===== src/design/sfd_pkg.sv =====
`default_nettype none
// -----------------------------------------------------------------------------
// sfd_pkg
// Shared codes, types and widths of the SLIP frame decoder.
// -----------------------------------------------------------------------------
package sfd_pkg;

  localparam int unsigned ByteW = 8;
  localparam int unsigned LenW  = 16;
  localparam int unsigned KindW = 2;

  localparam logic [ByteW-1:0] CodeFend  = 8'hC0;
  localparam logic [ByteW-1:0] CodeFesc  = 8'hDB;
  localparam logic [ByteW-1:0] CodeTfend = 8'hDC;
  localparam logic [ByteW-1:0] CodeTfesc = 8'hDD;

  localparam logic [LenW-1:0] MaxLenReset = 16'd255;

  typedef enum logic [KindW-1:0] {
    KindData     = 2'd0,
    KindDone     = 2'd1,
    KindBadEsc   = 2'd2,
    KindOverflow = 2'd3
  } kind_e;

  typedef struct packed {
    logic            in_frame;
    logic            in_escape;
    logic [LenW-1:0] count;
  } dec_state_t;

  typedef struct packed {
    kind_e            kind;
    logic [ByteW-1:0] data;
    logic [LenW-1:0]  length;
  } result_t;

  typedef struct packed {
    logic advance;
    logic load;
  } out_ctrl_t;

endpackage
`default_nettype wire


===== src/design/slip_frame_decoder_core.sv =====
`default_nettype none
// -----------------------------------------------------------------------------
// slip_frame_decoder_core
// SLIP frame decoder: one raw byte per word in, decoded bytes and frame events out.
// -----------------------------------------------------------------------------
// Path: an accepted byte is held in the input register, decoded combinationally by
// sfd_step, and its result word, if any, is loaded into the result register.
// Throughput: one byte per cycle; the input register and the result register
// advance together whenever the result register is empty or being taken.
// Reset: outside any frame, no escape pending, count zero, limit 255.
module slip_frame_decoder_core import sfd_pkg::*; (
  input  wire logic             clk_i,
  input  wire logic             rst_ni,
  input  wire logic             cfg_we_i,
  input  wire logic [LenW-1:0]  cfg_wdata_i,
  input  wire logic             in_valid_i,
  output logic                  in_ready_o,
  input  wire logic [ByteW-1:0] in_byte_i,
  output logic                  out_valid_o,
  input  wire logic             out_ready_i,
  output logic [KindW-1:0]      result_kind_o,
  output logic [ByteW-1:0]      data_byte_o,
  output logic [LenW-1:0]       frame_length_o
);

  logic             in_vld_q, in_vld_d;
  logic [ByteW-1:0] in_byte_q;
  logic [LenW-1:0]  max_len_q;
  dec_state_t       state_q, state_d, state_nxt;
  logic             advance, fire, res_valid;
  result_t          res, out_res;
  out_ctrl_t        out_ctrl;

  assign advance    = !out_valid_o || out_ready_i;
  assign fire       = in_vld_q && advance;
  assign in_ready_o = !in_vld_q || advance;

  always_comb begin
    in_vld_d = in_vld_q;
    if (in_valid_i && in_ready_o) begin
      in_vld_d = 1'b1;
    end else if (advance) begin
      in_vld_d = 1'b0;
    end
    state_d = fire ? state_nxt : state_q;
  end

  always_ff @(posedge clk_i or negedge rst_ni) begin
    if (!rst_ni) begin
      in_vld_q  <= 1'b0;
      max_len_q <= MaxLenReset;
      state_q   <= '0;
    end else begin
      in_vld_q <= in_vld_d;
      state_q  <= state_d;
      if (cfg_we_i) begin
        max_len_q <= cfg_wdata_i;
      end
    end
  end

  always_ff @(posedge clk_i) begin
    if (in_valid_i && in_ready_o) begin
      in_byte_q <= in_byte_i;
    end
  end

  sfd_step u_step (
    .byte_i      (in_byte_q),
    .max_len_i   (max_len_q),
    .state_i     (state_q),
    .state_o     (state_nxt),
    .res_valid_o (res_valid),
    .res_o       (res)
  );

  assign out_ctrl = '{advance: advance, load: in_vld_q && res_valid};

  sfd_out_stage u_out (
    .clk_i   (clk_i),
    .rst_ni  (rst_ni),
    .ctrl_i  (out_ctrl),
    .res_i   (res),
    .valid_o (out_valid_o),
    .res_o   (out_res)
  );

  assign result_kind_o  = out_res.kind;
  assign data_byte_o    = out_res.data;
  assign frame_length_o = out_res.length;

endmodule
`default_nettype wire


===== src/design/sfd_step.sv =====
`default_nettype none
// -----------------------------------------------------------------------------
// sfd_step
// Decodes one raw byte against the current frame state and gives the next
// state and at most one result word.
// -----------------------------------------------------------------------------
module sfd_step import sfd_pkg::*; (
  input  wire logic [ByteW-1:0] byte_i,
  input  wire logic [LenW-1:0]  max_len_i,
  input  wire dec_state_t       state_i,
  output dec_state_t            state_o,
  output logic                  res_valid_o,
  output result_t               res_o
);

  logic [ByteW-1:0] take_byte;
  logic             overflow;
  logic [LenW-1:0]  count_inc;
  logic             take;

  assign overflow  = (state_i.count >= max_len_i);
  assign count_inc = state_i.count + LenW'(1);

  always_comb begin
    state_o     = state_i;
    res_valid_o = 1'b0;
    res_o       = '{kind: KindData, data: '0, length: state_i.count};
    take        = 1'b0;
    take_byte   = byte_i;
    if (!state_i.in_frame) begin
      if (byte_i == CodeFend) begin
        state_o = '{in_frame: 1'b1, in_escape: 1'b0, count: '0};
      end
    end else if (state_i.in_escape) begin
      state_o.in_escape = 1'b0;
      if (byte_i == CodeTfend) begin
        take      = 1'b1;
        take_byte = CodeFend;
      end else if (byte_i == CodeTfesc) begin
        take      = 1'b1;
        take_byte = CodeFesc;
      end else begin
        res_valid_o = 1'b1;
        res_o.kind  = KindBadEsc;
        state_o     = '0;
      end
    end else if (byte_i == CodeFesc) begin
      state_o.in_escape = 1'b1;
    end else if (byte_i == CodeFend) begin
      if (state_i.count != '0) begin
        res_valid_o = 1'b1;
        res_o.kind  = KindDone;
        state_o     = '0;
      end
    end else begin
      take = 1'b1;
    end

    if (take) begin
      res_valid_o = 1'b1;
      if (overflow) begin
        res_o.kind = KindOverflow;
        state_o    = '0;
      end else begin
        res_o.kind    = KindData;
        res_o.data    = take_byte;
        res_o.length  = count_inc;
        state_o.count = count_inc;
      end
    end
  end

endmodule
`default_nettype wire


===== src/design/sfd_out_stage.sv =====
`default_nettype none
// -----------------------------------------------------------------------------
// sfd_out_stage
// Result register that holds one decoded word until the sink takes it.
// -----------------------------------------------------------------------------
module sfd_out_stage import sfd_pkg::*; (
  input  wire logic      clk_i,
  input  wire logic      rst_ni,
  input  wire out_ctrl_t ctrl_i,
  input  wire result_t   res_i,
  output logic           valid_o,
  output result_t        res_o
);

  logic    valid_q, valid_d;
  result_t res_q, res_d;

  always_comb begin
    valid_d = valid_q;
    res_d   = res_q;
    if (ctrl_i.advance) begin
      valid_d = ctrl_i.load;
      if (ctrl_i.load) begin
        res_d = res_i;
      end
    end
  end

  always_ff @(posedge clk_i or negedge rst_ni) begin
    if (!rst_ni) begin
      valid_q <= 1'b0;
    end else begin
      valid_q <= valid_d;
    end
  end

  always_ff @(posedge clk_i) begin
    res_q <= res_d;
  end

  assign valid_o = valid_q;
  assign res_o   = res_q;

endmodule
`default_nettype wire


===== config.mk =====
export PLATFORM = sky130hd
export DESIGN_NAME = slip_frame_decoder_core
export DESIGN_NICKNAME = d
export VERILOG_FILES = /design/src/design/sfd_pkg.sv /design/src/design/slip_frame_decoder_core.sv /design/src/design/sfd_step.sv /design/src/design/sfd_out_stage.sv
export SDC_FILE = /design/constraint.sdc
export NUM_CORES = 1
export LEC_CHECK = 0
export BUFFER_PORTS_ARGS = -buffer_cell sky130_fd_sc_hd__buf_2
export CORE_UTILIZATION = 31
export CTS_CLUSTER_DIAMETER = 80
export DETAILED_ROUTE_END_ITERATION = 8
export MAX_ROUTING_LAYER = met4
export SLEW_MARGIN = 20
export SYNTH_ARGS = -nofsm -noshare
export SYNTH_HDL_FRONTEND = slang
export SYNTH_SLANG_ARGS = --single-unit

===== constraint.sdc =====
create_clock -name clk_i -period 2.8 [get_ports clk_i]
set_input_delay 0.28 -clock clk_i [delete_from_list [all_inputs] [get_ports clk_i]]
set_output_delay 0.28 -clock clk_i [all_outputs]
set_load 0.05 [all_outputs]

==> results.yml <==
run_status:
  outcome: "complete, but fails checks"
  violations: "DRC"
clocking:
  clk_path_buf_depth: 2
  post_cts.repair.setup_buffers: 0
  cts_inserted_buffers: 9
  htreeDepth: 3
  clk_pin_slew_ps: 60
  cts_tree: "done"
  cts_resized: 0
  clock_sinks: 70
  worstSkewPairLatency_ps: 330
  hold_buffers: 0
  cts_root_buffer: "clkbuf_16"
job:
  maxCapViolations: 0
timing:
  max_slew_margin: 0.448
  max_freq_mhz: 392
  min_period_ps: 2550
  skew_ps: 9.39
  min_period_over_period: 0.912
  setup_viol: 0
  tightest_slew_ps: 827
  fin_setup_tns_ps: 0
  final_hold_viol_count: 0
  rsz0062_at_grt: "false"
  worst_hold_slack_ps: 42.4
  drv_slew: 0
yosys:
  synth_nets: 406
  syn_area_per_cell_um2: 10.5
  synth_area_leaders: "edfxtp_1 (27%), dfrtp_1 (19%), ha_1 (6.3%)"
  syn_inst: 358
  synth_top_cell_by_area: "edfxtp_1"
  ys_seq_area_frac: 0.514
  yosysTopAreaCellShare: 0.271
  async_flop_share: 0.514
  synthTopCellsByCount: "edfxtp_1 (34), nand2_1 (34), dfrtp_1 (28)"
  synth_top_flop_cell: "edfxtp_1"
  ys_warn_count: 0
  synth_area_um2: 3760
  synth.distinct_cells: 55
  synth-seq-cells: 70
  synth_edf_count: 34
floorplan:
  fp.dieH_um: 112
  io_pins: 57
  core_um2: 11600
  die_area_um2: 12600
  row_count: 39
  initial_core_util: 0.324
  die_x_um: 112
finish:
  final-seq-area_um2: 1930
  area_growth_pct: 19.0
  fin_nets: 456
  drive_gt1_frac: 0.245
  antennaDiodeCount: 0
  fin_util: 0.385
  multi_input_area_um2: 1630
  fillCellCount: 1163
global_routing:
  grt_pass1_vias: 2887
  grt_use_met1: 0.176
  met3_usage: 0.0373
  grt_max_degree: 38
  top_usage_layer: "met2"
  grt_use_met2: 0.246
  grt-ovfl-total: 0
  grt_pass1_wl_mm: 14.1
  antenna_found_initial: 0
  grt_usage: 0.146
place:
  place.gp.congestion: 0.855
  numPortBuffers: 56
  place_hpwl_mm: 6.02
pwr:
  p_per_area_nw_per_um2: 699
  vdd_drop_max_uv: 294
  total_power_mw: 3.13
  p_leak_nw: 1.86
drt:
  antenna_left: 0
  drcViolationCount: 6
  firstDrtPassIters: 6
  wl_per_cell_um: 15.0
  vias: 2834
  drtIter0Drc: 127
  drt_wl_total_mm: 8.35
  via_per_inst: 5.10
setup_path:
  slowest_delay_ps: 420
  worst_ep_arrival_time_ps: 2790
  rr_startpoint: "state_q[0]$_DFFE_PN0P_"
  crit_start: "state_q[0]$_DFFE_PN0P_"
  crit_chain: "inv_1, ha_1, nand2b_1, a2111oi_0, o211ai_1, o21ai_2, buf_12, nand3b_4, o31ai_1"
  timing.rr.end: "state_q[3]$_DFFE_PN0P_"
  startpoint_type: "flip-flop"
  rrSetupSlack_ps: 250
  slowest_stage: "dfrtp_1"
  crit_type: "reg -> reg"
  cp-endpoint: "state_q[3]$_DFFE_PN0P_"
  crit_required_ps: 3030
  r2r_cells: 9
  endpoint_kind: "flip-flop"
  critical_path_peak_fanout: 37
hold_path:
  hold_path.class: "in -> async"
report_power, final:
group / total, mW / internal, mW / switching, mW
sequential: 1.33 / 1.20 / 0.129
clock: 1.16 / 0.719 / 0.445
combinational: 0.632 / 0.240 / 0.392
layout make-up:
cell class,instances,share of cell area
sequential,70,0.432
clock inverter,6,0.0151
clock buffer,10,0.0534
timing repair buffer,62,0.0755
inverter,23,0.0193
tap,143,0.0400
multi-input combinational,242,0.365
critical path: cells and delay by family (launching register included):
| family | cells | cell delay [ps] |
|---|---|---|
| and+or+nand+nor | 2 | 370 |
| AOI/OAI and AO/OA | 4 | 1050 |
| DFF | 1 | 420 |
| buffers and inverters | 2 | 330 |
| adders and majority gates | 1 | 270 |
cell families (layout without fill, tap and decap cells):
| kind of cell | count (synthesis) | in the layout | share of synthesized area |
|---|---|---|---|
| simple gates | 131 | 131 | 0.191 |
| fa+ha+maj | 19 | 19 | 0.0632 |
| xor+xnor | 14 | 14 | 0.0326 |
| flops | 70 | 70 | 0.514 |
| mux | 1 | 1 | 0.00299 |
| buf+inv | 46 | 101 | 0.0519 |
| compound gates | 77 | 77 | 0.144 |
layout by cell type (no fill, tap or decap), types with 6 or more instances in the layout:
master	instances
nand3_1	25
nand2_1	34
inv_1	23
a21oi_1	8
dfstp_2	8
o21ai_0	22
xnor2_1	14
nand2b_1	6
and3_1	12
clkbuf_16	9
buf_2	56
edfxtp_1	34
a22oi_1	6
dfrtp_1	28
nand4_1	9
nor2_1	14
ha_1	19
metal layers:
metal	wire length, um	vias to the layer above
li1	-	1399
met1	3720	1361
met2	4160	68
met3	406	6
met4	68	0
met5	0	-
worst min-delay path by stage:
stage,to,slack (ps),cells after the start
after floorplan,in_vld_q$_DFFE_PN0P_,-20,0
after global placement,in_vld_q$_DFFE_PN0P_,430,1
after detailed placement,in_vld_q$_DFFE_PN0P_,440,1
after CTS,state_q[16]$_DFFE_PN0P_,90,1
after global routing,in_byte_q[3]$_DFFE_PP_,110,1
final,state_q[16]$_DFFE_PN0P_,40,1
per-stage QoR:
stage,instances,area [um2],worst slack [ps]
6_report,556,4480,246
5_1_grt,556,4480,51.1
4_1_cts,556,4480,265
3_5_place_dp,540,4170,288
3_3_place_gp,540,4170,359
2_1_floorplan,358,3760,386
sequential cells by signal, indices dropped and copies added, names as in the netlist:
| register | flops |
|---|---|
| in_byte_q | 8 |
| in_vld_q | 1 |
| max_len_q | 16 |
| state_q | 18 |
| u_out.res_o | 26 |
| u_out.valid_o | 1 |
No activity file was read; power rests on OpenSTA's default activity.
